--- src/hdl/srcu_pkg.sv ---
// srcu_pkg: shared types and constants of the stripe run centroid unit.
// No dependencies; imported by every module under hdl/.
package srcu_pkg;

    localparam int MAX_ROWS = 2048;
    localparam int MAX_COLS = 4096;

    localparam int PIX_W    = 8;
    localparam int ROW_W    = 12;   // row counter, holds MAX_ROWS itself
    localparam int RIDX_W   = 11;   // row index 0 .. MAX_ROWS-1
    localparam int LEN_W    = 12;
    localparam int COL_W    = 12;
    localparam int WSUM_W   = 19;
    localparam int MSUM_W   = 30;
    localparam int CTR_W    = 19;   // Q8 centroid
    localparam int CNT_W    = 5;    // divider step counter
    localparam int CFG_W    = 12;

    localparam logic [ROW_W-1:0] ROW_LIMIT   = ROW_W'(MAX_ROWS);
    localparam logic [COL_W-1:0] COL_LAST    = COL_W'(MAX_COLS - 1);
    localparam logic [CNT_W-1:0] DIV_STEPS_M1 = CNT_W'(CTR_W - 1);

    // configuration register indexes
    localparam logic [0:0] REG_THRESHOLD = 1'b0;
    localparam logic [0:0] REG_MIN_WIDTH = 1'b1;

    // one finished column, front to back
    typedef struct packed {
        logic              found;
        logic [COL_W-1:0]  column;
        logic [MSUM_W-1:0] moment;
        logic [WSUM_W-1:0] weight;
        logic [LEN_W-1:0]  width;
        logic [RIDX_W-1:0] start;
        logic [LEN_W-1:0]  end_row;
    } col_rec_t;

    typedef struct packed {
        logic full;
        logic empty;
    } fifo_stat_t;

    typedef enum logic [1:0] {
        ST_IDLE,
        ST_DIV,
        ST_OUT
    } back_state_t;

endpackage

--- src/hdl/srcu_front.sv ---
// srcu_front: pixel intake, run tracking and per-column record build.
// Depends on srcu_pkg; holds the configuration registers.
module srcu_front (
    input  logic                        clk,
    input  logic                        rst_n,
    input  logic                        cfg_we,
    input  logic [0:0]                  cfg_index,
    input  logic [srcu_pkg::CFG_W-1:0]  cfg_data,
    input  logic                        pix_accept,
    input  logic [srcu_pkg::PIX_W-1:0]  pix,
    input  logic                        pix_last,
    output logic                        push,
    output srcu_pkg::col_rec_t          rec
);
    import srcu_pkg::*;

    logic [PIX_W-1:0]  thr_reg;
    logic [LEN_W-1:0]  minw_reg;

    logic [ROW_W-1:0]  row_reg,   row_next;
    logic [COL_W-1:0]  col_reg,   col_next;
    logic [RIDX_W-1:0] rstart_reg, rstart_next;
    logic [LEN_W-1:0]  rlen_reg,  rlen_next;
    logic [WSUM_W-1:0] rw_reg,    rw_next;
    logic [MSUM_W-1:0] rm_reg,    rm_next;
    logic [RIDX_W-1:0] bstart_reg, bstart_next;
    logic [LEN_W-1:0]  blen_reg,  blen_next;
    logic [WSUM_W-1:0] bw_reg,    bw_next;
    logic [MSUM_W-1:0] bm_reg,    bm_next;

    logic [RIDX_W-1:0] s_start;
    logic [LEN_W-1:0]  s_len;
    logic [WSUM_W-1:0] s_w;
    logic [MSUM_W-1:0] s_m;
    logic [RIDX_W-1:0] f_start;
    logic [LEN_W-1:0]  f_len;
    logic [WSUM_W-1:0] f_w;
    logic [MSUM_W-1:0] f_m;
    logic [LEN_W-1:0]  minw_eff;
    logic [RIDX_W+PIX_W-1:0] prod;

    always_ff @(posedge clk or negedge rst_n)
    begin
        if (!rst_n)
        begin
            thr_reg  <= '0;
            minw_reg <= LEN_W'(3);
        end
        else if (cfg_we)
        begin
            unique case (cfg_index)
                REG_THRESHOLD: thr_reg  <= cfg_data[PIX_W-1:0];
                REG_MIN_WIDTH: minw_reg <= cfg_data[LEN_W-1:0];
                default: ;
            endcase
        end
    end

    assign prod = row_reg[RIDX_W-1:0] * pix;

    // pixel step: extend or close the current run
    always_comb
    begin
        s_start     = rstart_reg;
        s_len       = rlen_reg;
        s_w         = rw_reg;
        s_m         = rm_reg;
        bstart_next = bstart_reg;
        blen_next   = blen_reg;
        bw_next     = bw_reg;
        bm_next     = bm_reg;
        row_next    = row_reg;
        if (row_reg < ROW_LIMIT)
        begin
            if (pix > thr_reg)
            begin
                if (rlen_reg == '0)
                begin
                    s_start = row_reg[RIDX_W-1:0];
                end
                s_len = rlen_reg + 1'b1;
                s_w   = rw_reg + WSUM_W'(pix);
                s_m   = rm_reg + MSUM_W'(prod);
            end
            else
            begin
                if (rlen_reg > blen_reg)
                begin
                    bstart_next = rstart_reg;
                    blen_next   = rlen_reg;
                    bw_next     = rw_reg;
                    bm_next     = rm_reg;
                end
                s_start = '0;
                s_len   = '0;
                s_w     = '0;
                s_m     = '0;
            end
            row_next = row_reg + 1'b1;
        end
    end

    // column end: final close of the open run
    always_comb
    begin
        if (s_len > blen_next)
        begin
            f_start = s_start;
            f_len   = s_len;
            f_w     = s_w;
            f_m     = s_m;
        end
        else
        begin
            f_start = bstart_next;
            f_len   = blen_next;
            f_w     = bw_next;
            f_m     = bm_next;
        end
    end

    assign minw_eff = (minw_reg == '0) ? LEN_W'(1) : minw_reg;
    assign push     = pix_accept & pix_last;

    always_comb
    begin
        rec.found   = (f_len >= minw_eff);
        rec.column  = col_reg;
        rec.moment  = f_m;
        rec.weight  = f_w;
        rec.width   = f_len;
        rec.start   = f_start;
        rec.end_row = LEN_W'(f_start) + f_len;
    end

    always_comb
    begin
        rstart_next = s_start;
        rlen_next   = s_len;
        rw_next     = s_w;
        rm_next     = s_m;
        col_next    = col_reg;
        if (pix_last)
        begin
            rstart_next = '0;
            rlen_next   = '0;
            rw_next     = '0;
            rm_next     = '0;
            col_next    = (col_reg == COL_LAST) ? '0 : col_reg + 1'b1;
        end
    end

    always_ff @(posedge clk or negedge rst_n)
    begin
        if (!rst_n)
        begin
            row_reg    <= '0;
            col_reg    <= '0;
            rstart_reg <= '0;
            rlen_reg   <= '0;
            rw_reg     <= '0;
            rm_reg     <= '0;
            bstart_reg <= '0;
            blen_reg   <= '0;
            bw_reg     <= '0;
            bm_reg     <= '0;
        end
        else if (pix_accept)
        begin
            rstart_reg <= rstart_next;
            rlen_reg   <= rlen_next;
            rw_reg     <= rw_next;
            rm_reg     <= rm_next;
            col_reg    <= col_next;
            if (pix_last)
            begin
                row_reg    <= '0;
                bstart_reg <= '0;
                blen_reg   <= '0;
                bw_reg     <= '0;
                bm_reg     <= '0;
            end
            else
            begin
                row_reg    <= row_next;
                bstart_reg <= bstart_next;
                blen_reg   <= blen_next;
                bw_reg     <= bw_next;
                bm_reg     <= bm_next;
            end
        end
    end

endmodule

--- src/hdl/srcu_fifo.sv ---
// srcu_fifo: two-entry queue of column records between front and back.
// Depends on srcu_pkg.
module srcu_fifo (
    input  logic                  clk,
    input  logic                  rst_n,
    input  logic                  push,
    input  srcu_pkg::col_rec_t    rec_in,
    input  logic                  pop,
    output srcu_pkg::col_rec_t    rec_out,
    output srcu_pkg::fifo_stat_t  stat
);
    import srcu_pkg::*;

    col_rec_t   mem_reg [2];
    logic       wr_ptr_reg;
    logic       rd_ptr_reg;
    logic [1:0] count_reg, count_next;

    always_ff @(posedge clk)
    begin
        if (push)
        begin
            mem_reg[wr_ptr_reg] <= rec_in;
        end
    end

    assign rec_out    = mem_reg[rd_ptr_reg];
    assign stat.full  = (count_reg == 2'd2);
    assign stat.empty = (count_reg == 2'd0);

    always_comb
    begin
        count_next = count_reg;
        if (push && !pop)
        begin
            count_next = count_reg + 1'b1;
        end
        else if (pop && !push)
        begin
            count_next = count_reg - 1'b1;
        end
    end

    always_ff @(posedge clk or negedge rst_n)
    begin
        if (!rst_n)
        begin
            wr_ptr_reg <= 1'b0;
            rd_ptr_reg <= 1'b0;
            count_reg  <= '0;
        end
        else
        begin
            if (push)
            begin
                wr_ptr_reg <= ~wr_ptr_reg;
            end
            if (pop)
            begin
                rd_ptr_reg <= ~rd_ptr_reg;
            end
            count_reg <= count_next;
        end
    end

endmodule

--- src/hdl/srcu_back.sv ---
// srcu_back: radix-2 restoring divider for the Q8 centroid and result register.
// Depends on srcu_pkg; takes records from srcu_fifo.
module srcu_back (
    input  logic                  clk,
    input  logic                  rst_n,
    input  srcu_pkg::col_rec_t    rec,
    input  srcu_pkg::fifo_stat_t  stat,
    output logic                  pop,
    output logic                  res_valid,
    input  logic                  res_ready,
    output logic                  res_found,
    output logic [srcu_pkg::COL_W-1:0]  res_column,
    output logic [srcu_pkg::CTR_W-1:0]  res_center,
    output logic [srcu_pkg::LEN_W-1:0]  res_width,
    output logic [srcu_pkg::RIDX_W-1:0] res_start,
    output logic [srcu_pkg::LEN_W-1:0]  res_end
);
    import srcu_pkg::*;

    back_state_t       state_reg, state_next;
    logic [CNT_W-1:0]  cnt_reg;
    logic [WSUM_W-1:0] rem_reg;     // partial remainder, always below divisor
    logic [CTR_W-1:0]  low_reg;     // dividend bits still to shift in
    logic [CTR_W-1:0]  quo_reg;
    logic [WSUM_W-1:0] div_reg;
    col_rec_t          hold_reg;

    logic [WSUM_W:0]   trial;
    logic              qbit;
    logic [WSUM_W:0]   trial_sub;

    assign trial     = {rem_reg, low_reg[CTR_W-1]};
    assign qbit      = (trial >= {1'b0, div_reg});
    assign trial_sub = trial - {1'b0, div_reg};

    always_comb
    begin
        state_next = state_reg;
        unique case (state_reg)
            ST_IDLE:
            begin
                if (!stat.empty)
                begin
                    state_next = rec.found ? ST_DIV : ST_OUT;
                end
            end
            ST_DIV:
            begin
                if (cnt_reg == '0)
                begin
                    state_next = ST_OUT;
                end
            end
            ST_OUT:
            begin
                if (res_ready)
                begin
                    state_next = ST_IDLE;
                end
            end
            default: state_next = ST_IDLE;
        endcase
    end

    always_comb
    begin
        pop       = 1'b0;
        res_valid = 1'b0;
        unique case (state_reg)
            ST_IDLE: pop       = !stat.empty;
            ST_DIV:  ;
            ST_OUT:  res_valid = 1'b1;
            default: ;
        endcase
    end

    always_ff @(posedge clk or negedge rst_n)
    begin
        if (!rst_n)
        begin
            state_reg <= ST_IDLE;
            cnt_reg   <= '0;
        end
        else
        begin
            state_reg <= state_next;
            if (pop)
            begin
                cnt_reg <= DIV_STEPS_M1;
            end
            else if (state_reg == ST_DIV)
            begin
                cnt_reg <= cnt_reg - 1'b1;
            end
        end
    end

    // dividend is moment * 256; its top bits start as the remainder
    always_ff @(posedge clk)
    begin
        if (pop)
        begin
            hold_reg <= rec;
            div_reg  <= rec.weight;
            rem_reg  <= rec.moment[MSUM_W-1:MSUM_W-WSUM_W];
            low_reg  <= {rec.moment[MSUM_W-WSUM_W-1:0], 8'd0};
            quo_reg  <= '0;
        end
        else if (state_reg == ST_DIV)
        begin
            rem_reg <= qbit ? trial_sub[WSUM_W-1:0] : trial[WSUM_W-1:0];
            low_reg <= {low_reg[CTR_W-2:0], 1'b0};
            quo_reg <= {quo_reg[CTR_W-2:0], qbit};
        end
    end

    assign res_found  = hold_reg.found;
    assign res_column = hold_reg.column;
    assign res_center = quo_reg;
    assign res_width  = hold_reg.width;
    assign res_start  = hold_reg.start;
    assign res_end    = hold_reg.end_row;

endmodule

--- src/hdl/stripe_run_centroid_unit.sv ---
// stripe_run_centroid_unit: top level of the laser stripe centroid block.
// Depends on srcu_pkg, srcu_front, srcu_fifo and srcu_back.
//
// channel   dir  handshake        payload
// s_*       in   tvalid/tready    tdata[7:0] pixel_value, tlast last_in_column
// m_*       out  tvalid/tready    tdata column/center/width/start/end, tuser found
// cfg_*     in   cfg_we           cfg_index selects register, cfg_data value
//
// Flow: pixels transfer one per cycle while s_tready is high; the back end takes
// each column through pop, 19 divider steps and result, then waits for m_tready.
// The divider makes one quotient bit per cycle. A column without a stripe skips it.
// Reset: rst_n clears counters, run state and queue; config returns to 0 and 3.
// Stalls: s_tready drops only while the two-entry column queue is full.
module stripe_run_centroid_unit (
    input  logic        clk,
    input  logic        rst_n,
    // configuration
    input  logic        cfg_we,
    input  logic [0:0]  cfg_index,
    input  logic [11:0] cfg_data,
    // pixel stream
    input  logic        s_tvalid,
    output logic        s_tready,
    input  logic [7:0]  s_tdata,    // [7:0] pixel_value
    input  logic        s_tlast,    // last_in_column
    // result stream
    output logic        m_tvalid,
    input  logic        m_tready,
    output logic [71:0] m_tdata,    // [11:0] column_index, [30:12] center_row_q8,
                                    // [42:31] stripe_width, [53:43] stripe_start,
                                    // [65:54] stripe_end, [71:66] zero
    output logic        m_tuser     // found
);
    import srcu_pkg::*;

    logic        pix_accept;
    logic        push;
    logic        pop;
    col_rec_t    front_rec;
    col_rec_t    queue_rec;
    fifo_stat_t  q_stat;

    logic              res_found;
    logic [COL_W-1:0]  res_column;
    logic [CTR_W-1:0]  res_center;
    logic [LEN_W-1:0]  res_width;
    logic [RIDX_W-1:0] res_start;
    logic [LEN_W-1:0]  res_end;

    // hold off pixels while the queue cannot take a column end
    assign s_tready   = !q_stat.full;
    assign pix_accept = s_tvalid & s_tready;

    srcu_front u_front (
        .clk        (clk),
        .rst_n      (rst_n),
        .cfg_we     (cfg_we),
        .cfg_index  (cfg_index),
        .cfg_data   (cfg_data),
        .pix_accept (pix_accept),
        .pix        (s_tdata),
        .pix_last   (s_tlast),
        .push       (push),
        .rec        (front_rec)
    );

    srcu_fifo u_fifo (
        .clk     (clk),
        .rst_n   (rst_n),
        .push    (push),
        .rec_in  (front_rec),
        .pop     (pop),
        .rec_out (queue_rec),
        .stat    (q_stat)
    );

    srcu_back u_back (
        .clk        (clk),
        .rst_n      (rst_n),
        .rec        (queue_rec),
        .stat       (q_stat),
        .pop        (pop),
        .res_valid  (m_tvalid),
        .res_ready  (m_tready),
        .res_found  (res_found),
        .res_column (res_column),
        .res_center (res_center),
        .res_width  (res_width),
        .res_start  (res_start),
        .res_end    (res_end)
    );

    assign m_tuser = res_found;
    assign m_tdata = {6'd0, res_end, res_start, res_width, res_center, res_column};

`ifndef SYNTHESIS
    // no stripe means no centroid
    a_center_zero: assert property (@(posedge clk) disable iff (!rst_n)
        (m_tvalid && !m_tuser) |-> (m_tdata[30:12] == 19'd0))
        else $error("center nonzero without stripe");

    // empty run carries zero start and end
    a_empty_run: assert property (@(posedge clk) disable iff (!rst_n)
        (m_tvalid && (m_tdata[42:31] == 12'd0)) |->
        ((m_tdata[53:43] == 11'd0) && (m_tdata[65:54] == 12'd0)))
        else $error("empty run with nonzero bounds");

    // end row is start plus width
    a_end_row: assert property (@(posedge clk) disable iff (!rst_n)
        m_tvalid |-> (m_tdata[65:54] == ({1'b0, m_tdata[53:43]} + m_tdata[42:31])))
        else $error("stripe end mismatch");

    // queue never takes a column end while full
    a_no_overflow: assert property (@(posedge clk) disable iff (!rst_n)
        q_stat.full |-> !push)
        else $error("column queue overflow");
`endif

endmodule
--- config.mk ---
export PLATFORM = sky130hd
export DESIGN_NAME = stripe_run_centroid_unit
export DESIGN_NICKNAME = d
export VERILOG_FILES = /design/src/hdl/srcu_pkg.sv /design/src/hdl/srcu_front.sv /design/src/hdl/srcu_fifo.sv /design/src/hdl/srcu_back.sv /design/src/hdl/stripe_run_centroid_unit.sv
export SDC_FILE = /design/constraint.sdc
export NUM_CORES = 1
export LEC_CHECK = 0
export BUFFER_PORTS_ARGS = -buffer_cell sky130_fd_sc_hd__clkbuf_2
export CORE_MARGIN = 5
export CORE_UTILIZATION = 57
export CTS_CLUSTER_DIAMETER = 120
export DETAILED_ROUTE_END_ITERATION = 10
export PLACE_DENSITY = 0.77
export SLEW_MARGIN = 20
export SYNTH_ARGS = -nofsm -noshare
export SYNTH_HDL_FRONTEND = slang
export SYNTH_SLANG_ARGS = --single-unit
export TNS_END_PERCENT = 10
--- constraint.sdc ---
create_clock -name clk -period 6.7 [get_ports clk]
set_input_delay 0 -clock clk [delete_from_list [all_inputs] [get_ports clk]]
set_output_delay 0 -clock clk [all_outputs]
set_load 0.02 [all_outputs]
==> results of run 1 <==
-- where the power goes --
part | switching [mW] | internal [mW]
logic | 3.92 | 2.02
registers | 0.401 | 4.43
clock network | 1.26 | 2.04
-- metal layers --
layer / routed length (µm) / vias to the layer above / GRT usage
li1: - / 9285 / -
met1: 28800 / 10100 / 0.354
met2: 33400 / 841 / 0.423
met3: 5220 / 153 / 0.0455
met4: 2500 / 0 / 0.0984
met5: 0 / - / 0
-- worst min-delay path: stages --
cell and delay [ns]:
dlygate4sd3_1 0.54, clkbuf_8 0.19, buf_16 0.29
-- final timing paths --
kind / startpoint / end / slack (ns) / cells past startpoint
worst max register to register: u_front.row_reg[2]$_DFFE_PN0P_ / u_fifo.mem_reg[0][77]$_DFFE_PP_ / 0.42 / 21
worst min-delay path: rst_n / u_front.row_reg[9]$_DFFE_PN0P_ / 0.04 / 3
min in group clk: cfg_we / u_front.thr_reg[3]$_DFFE_PN0P_ / 0.04 / 3
worst min register to register: u_back.res_center[18]$_SDFFE_PP0P_ / u_back.res_center[18]$_SDFFE_PP0P_ / 0.46 / 2
worst max-delay path: u_front.row_reg[2]$_DFFE_PN0P_ / u_fifo.mem_reg[0][77]$_DFFE_PP_ / 0.42 / 21
max in group asynchronous: rst_n / u_front.rm_reg[10]$_DFFE_PN0P_ / 5.87 / 3
-- cell usage in the layout, fill, tap and decap left out, types with 41 or more instances in the layout --
cell       instances
buf_4             51
a22o_1            41
ha_1             130
a21oi_1           82
dfrtp_1          195
fa_1              74
clkbuf_16         53
nor2_1            92
nand2_1          322
inv_1            167
a22oi_1           55
clkbuf_2          94
mux2i_1           69
o21ai_0          217
edfxtp_1         291
mux2_2            81
and2_1            42
-- synth_stat cells, types with 17 or more instances --
master	n	share of area
nand4_1	21	0.0047
a22o_1	41	0.013
o31ai_1	26	0.0070
a221o_1	17	0.0061
xnor2_1	35	0.011
and3_1	20	0.0045
fa_1	74	0.053
edfxtp_1	291	0.31
nor2b_1	19	0.0043
xor2_1	31	0.0098
a21o_1	27	0.0073
and2_1	44	0.0099
nor3_1	37	0.0067
a32oi_1	20	0.0063
nor2_1	96	0.013
o22ai_1	22	0.0050
clkbuf_1	123	0.017
ha_1	130	0.059
mux2i_1	69	0.025
o21ai_0	217	0.039
nand2_1	324	0.044
nand3_1	37	0.0067
dfxtp_1	19	0.014
mux2_2	81	0.033
inv_1	168	0.023
a21oi_1	83	0.015
a22oi_1	55	0.015
dfrtp_1	197	0.18
-- layout make-up --
type	count	area, µm²
Sequential cell	509	14100
Clock inverter	33	537
Fill cell	3543	16800
Timing Repair Buffer	169	1140
Clock buffer	66	1450
Inverter	168	633
Tap cell	615	769
Multi-Input combinational cell	1713	12500
-- what timing repair did --
item | 4_1_cts | 5_1_grt
setup endpoints to repair | 0 | 0
gates resized for setup | 0 | 0
hold endpoints to repair | 75 | 0
hold buffers | 19 | 0
-- cells by family after synthesis --
group | share of synthesized area
AO/OA/AOI/OAI | 0.146
XOR/XNOR | 0.0214
adder cells (fa/ha/maj) | 0.113
buffers and inverters | 0.0442
flip-flops | 0.508
multiplexers | 0.0577
other | 0.000135
AND/OR/NAND/NOR | 0.109
-- through the flow --
step	hold WS (ns)	total power, mW	std cells
5_1_grt	0.0553	14.9	3273
3_5_place_dp	0.00349	10.7	3155
3_3_place_gp	-0.00244	10.5	3155
2_1_floorplan	-0.296	8.89	2540
4_1_cts	0.00456	14.1	3273
6_report	0.0360	14.1	3273
==> results.cfg, run 1 <==
[cells_and_area]
finalNetCount = 2845
syn_to_final_growth_pct = 12.2
n_antenna_cell = 0
drive_gt1_frac = 0.134
final_core_util = 0.650
largest_reg_flops = 194
fin_area_um2 = 31200

[clock_network]
cts_root_buf = clkbuf_16
htree_levels = 2
cts_num_sinks = 509
cts_tree = done
post-cts-setup-buffer-count = 0
clockBufferDepth = 3
clk_pin_slew_ns = 0.06
cts-buffers-inserted = 53
clk_latency_ns = 0.61

[timing]
setup_viol = 0
fin_tns_setup_ns = 0
clock.fmax_mhz = 159
max-slew-margin-rel = 0.265
fin_crit_sh = 0.937
hold_viol = 0
min_period_ns = 6.28
tightest_slew_ns = 1.09
slew_violations = 0
grt_setup_unrepaired = no
clock_skew_ns = 0.0329
fin_ws_ns = 0.421

[yosys]
synth_cells = 2535
synth_area_um2 = 27800
ys_ff_latch = 509
async_flop_share = 0.391
synth_seq_area_share = 0.508
syn_area_per_cell_um2 = 11.0
ys_types = 83
ys.warnings.count = 0
synth_top_flop_cell = edfxtp_1
synth_edf_count = 291

[setup_path]
required_ns = 7.08
max_stage_delay_ns = 0.73
crit_family = compound AO/OA/AOI/OAI gates
start_kind = flip-flop
crit_chain = nand2_1, fa_1, inv_1, ha_1, ha_1, inv_1, fa_1, inv_1, ha_1, fa_1, a21o_1, a21oi_1, o21bai_1, a21oi_1, o21ai_2, a2111oi_0, or3_1, a211o_1, o311a_1, a21oi_1, a21oi_1
critPathMaxFanout = 16
endpoint_kind = flip-flop
setup.worst_path.class = reg2reg
critPathMostFrequentCell = a21oi_1
path_buf_inv = 3
arrival_ns = 6.66
slowest_stage = dfrtp_1

[grt]
antenna_found_initial = 0
grt-ovfl-total = 0
grt_pass1_wl_mm = 111
grt_max_degree = 97
grt_util_all_layers = 0.260
grt_pass1_vias = 20400

[routing]
drt-initial-drc-count = 2216
vias_per_cell = 6.23
ant_nets = 0
wl_per_cell_um = 21.4
wirelength_mm = 69.9
dr.pass1.iters = 6
vias = 20400
drc_errors = 0

[floorplanning]
die_height_um = 231
die_area_um2 = 53200
core-area_um2 = 47900
die-width_um = 231
io_pins = 102
start_util = 0.579
std_cell_rows = 80

[worst_hold_path]
hold_class = in2async

[place]
portBuffers = 95
placed_cell_area_um2 = 28900
gp_congestion = 0.896
preCtsSetupSlack_ns = 0.538
dpl.hpwl_mm = 46.9

[power_and_ir_drop]
p_per_area_nw_per_um2 = 452
p_leak_nw = 13.3
peakVddDrop_uv = 292

[flow_run]
cap_violations = 0

[outcome]
status = finished, final reports clean
Note: power is estimated with default switching activity, not from simulation.
==> inputs of run 2 (changes only) <==
--- a/config.mk
+++ b/config.mk
@@ -5,12 +5,15 @@
 export SDC_FILE = /design/constraint.sdc
 export NUM_CORES = 1
 export LEC_CHECK = 0
+export ABC_AREA = 1
 export BUFFER_PORTS_ARGS = -buffer_cell sky130_fd_sc_hd__clkbuf_2
+export CELL_PAD_IN_SITES_DETAIL_PLACEMENT = 1
+export CELL_PAD_IN_SITES_GLOBAL_PLACEMENT = 2
 export CORE_MARGIN = 5
-export CORE_UTILIZATION = 57
+export CORE_UTILIZATION = 36
 export CTS_CLUSTER_DIAMETER = 120
 export DETAILED_ROUTE_END_ITERATION = 10
-export PLACE_DENSITY = 0.77
+export PLACE_DENSITY_LB_ADDON = 0.1
 export SLEW_MARGIN = 20
 export SYNTH_ARGS = -nofsm -noshare
 export SYNTH_HDL_FRONTEND = slang
==> results.cfg, run 2 <==
[setup_path]
start_kind = flip-flop
slowest_stage = buf_4
setup.worst_path.class = reg2reg
max_stage_delay_ns = 0.46
crit_family = compound AO/OA/AOI/OAI gates
arrival_ns = 6.20
path_buf_inv = 3
required_ns = 7.07
critPathMaxFanout = 25
critPathMostFrequentCell = nand2_1
endpoint_kind = flip-flop

[timing]
hold_viol = 0
tightest_slew_ns = 1.12
min_period_ns = 5.83
max-slew-margin-rel = 0.246
fin_tns_setup_ns = 0
clock.fmax_mhz = 172
fin_crit_sh = 0.870
clock_skew_ns = 0.0539
grt_setup_unrepaired = no
setup_viol = 0
slew_violations = 0

[yosys]
synth_common_cells = 855 x nand2_1, 415 x inv_1, 291 x edfxtp_1
synth_area_um2 = 28300
syn_area_per_cell_um2 = 9.08
yosysTopAreaCell = edfxtp_1
ys_ff_latch = 509
ys_types = 61
async_flop_share = 0.391
yosys.area.top_type_share = 0.309
synth_seq_area_share = 0.499
yosysMostFrequentCell = nand2_1
synth_area_leaders = edfxtp_1 31%, dfrtp_1 17%, nand2_1 11%, ha_1 5.8%, inv_1 5.5%
synth_top_flop_cell = edfxtp_1
synth_edf_count = 291
ys.warnings.count = 0
synth_cells = 3113

[grt]
grt_max_degree = 112
antenna_found_initial = 1
grt-ovfl-total = 0
grt_pass1_wl_mm = 132
grt_pass1_vias = 23100
grt_util_all_layers = 0.194

[outcome]
status = finished, final reports clean

[routing]
wl_per_cell_um = 19.5
wirelength_mm = 83.4
dr.pass1.iters = 4
highest_layer = met5
vias = 21700
ant_nets = 0
wl_met3_mm = 2.59
drc_errors = 0
met1Wirelength_mm = 39.3
dr_wl_met2_mm = 40.1
drt-initial-drc-count = 1042
vias_per_cell = 5.07

[floorplanning]
std_cell_rows = 102
die-width_um = 290
io_pins = 102
start_util = 0.364
core-area_um2 = 77600
die_area_um2 = 84200
die_height_um = 290

[cells_and_area]
layout_common_cells = 855 x nand2_1, 414 x inv_1, 291 x edfxtp_1, 285 x o21ai_0, 196 x dfrtp_1
syn_to_final_growth_pct = 13.1
largest_reg_flops = 194
n_antenna_cell = 0
finalNetCount = 3425
final_common_cell = nand2_1
drive_gt1_frac = 0.100

[clock_network]
cts-buffers-inserted = 61
post_cts_resized = 0
post-cts-setup-buffer-count = 0
cts_root_buf = clkbuf_16
clk_pin_slew_ns = 0.06
clockBufferDepth = 3
cts_num_sinks = 509
clk_latency_ns = 0.66
cts_tree = done
cts_hold_buffers = 19
htree_levels = 2

[flow_run]
cap_violations = 0

[place]
dpl.hpwl_mm = 58.9
gp_congestion = 0.824
portBuffers = 95

[worst_hold_path]
hold_class = in2reg
-- run 2: cell types whose count changed in the layout (fill, tap and decap cells not counted), moves of 29 or more --
cell,delta
inv_1,+247
nand2_2,+29
a22o_1,-41
nand2_1,+533
mux2i_1,-55
mux2_2,-81
nand3_1,+37
a22oi_1,-52
and2_1,-42
o21ai_0,+68
o22ai_1,+90
-- run 2: final timing paths --
| path | startpoint | to | slack [ns] | depth (start not counted) |
|---|---|---|---|---|
| max in group asynchronous | rst_n | u_fifo.rd_ptr_reg$_DFFE_PN0P_ | 4.80 | 4 |
| worst min register to register | u_back.res_center[18]$_SDFFE_PP0P_ | u_back.res_center[18]$_SDFFE_PP0P_ | 0.47 | 2 |
| min in group asynchronous | rst_n | u_front.bm_reg[10]$_DFFE_PN0P_ | 0.48 | 3 |
| worst min-delay path | cfg_index | u_front.thr_reg[1]$_DFFE_PN0P_ | 0.06 | 5 |
| worst max register to register | u_front.rlen_reg[7]$_DFFE_PN0P_ | u_fifo.mem_reg[0][96]$_DFFE_PP_ | 0.87 | 29 |
| worst max-delay path | u_front.rlen_reg[7]$_DFFE_PN0P_ | u_fifo.mem_reg[0][96]$_DFFE_PP_ | 0.87 | 29 |
-- run 2: worst register-to-register path, delay by kind of cell, from the launching register on --
family,cells,cell delay (ns)
flip-flops,1,0.45
AND/OR/NAND/NOR,12,1.39
AO/OA/AOI/OAI,11,2.15
adder cells (fa/ha/maj),3,0.99
buffers and inverters,3,0.61
-- run 2: metal layers --
layer | up-vias | track usage
met2 | 262 | 0.329
met1 | 10900 | 0.268
met5 | - | 0.00681
met4 | 2 | 0.0374
li1 | 10400 | -
met3 | 81 | 0.0264
-- run 2: cell type report --
type / count / area (µm²)
multi-input cells: 2030 / 11900
fillers: 9034 / 45600
repair buffers: 151 / 976
clock buffers: 90 / 1670
flip-flops and latches: 509 / 14100
clock inverters: 25 / 332
inverters: 441 / 1660
well taps: 1040 / 1300
-- run 2: cell families after synthesis --
family | count (synthesis) | synth area share
xor+xnor | 37 | 0.0117
flops | 509 | 0.499
fa+ha+maj | 204 | 0.110
buf+inv | 579 | 0.0809
mux | 14 | 0.00496
other cells | 1 | 0.000133
compound gates | 595 | 0.117
simple gates | 1174 | 0.176
-- run 2: metrics by stage --
step / area, µm² / cells / hold slack (ns) / util / worst slack (ns)
6_report: 32000 / 4286 / 0.0634 / 0.412 / 0.873
5_1_grt: 32000 / 4286 / 0.145 / 0.412 / 0.443
4_1_cts: 32000 / 4286 / 0.0213 / 0.412 / 0.859
3_5_place_dp: 29800 / 4152 / 0.0633 / 0.384 / 0.862
3_3_place_gp: 29800 / 4152 / 0.0647 / 0.384 / 1.03
2_1_floorplan: 28300 / 3118 / -0.296 / - / 0.974
Power of run 2 is left out: the tool's default activity adds up to more than one toggle a clock period on the data nets, which glitch-free logic cannot reach.
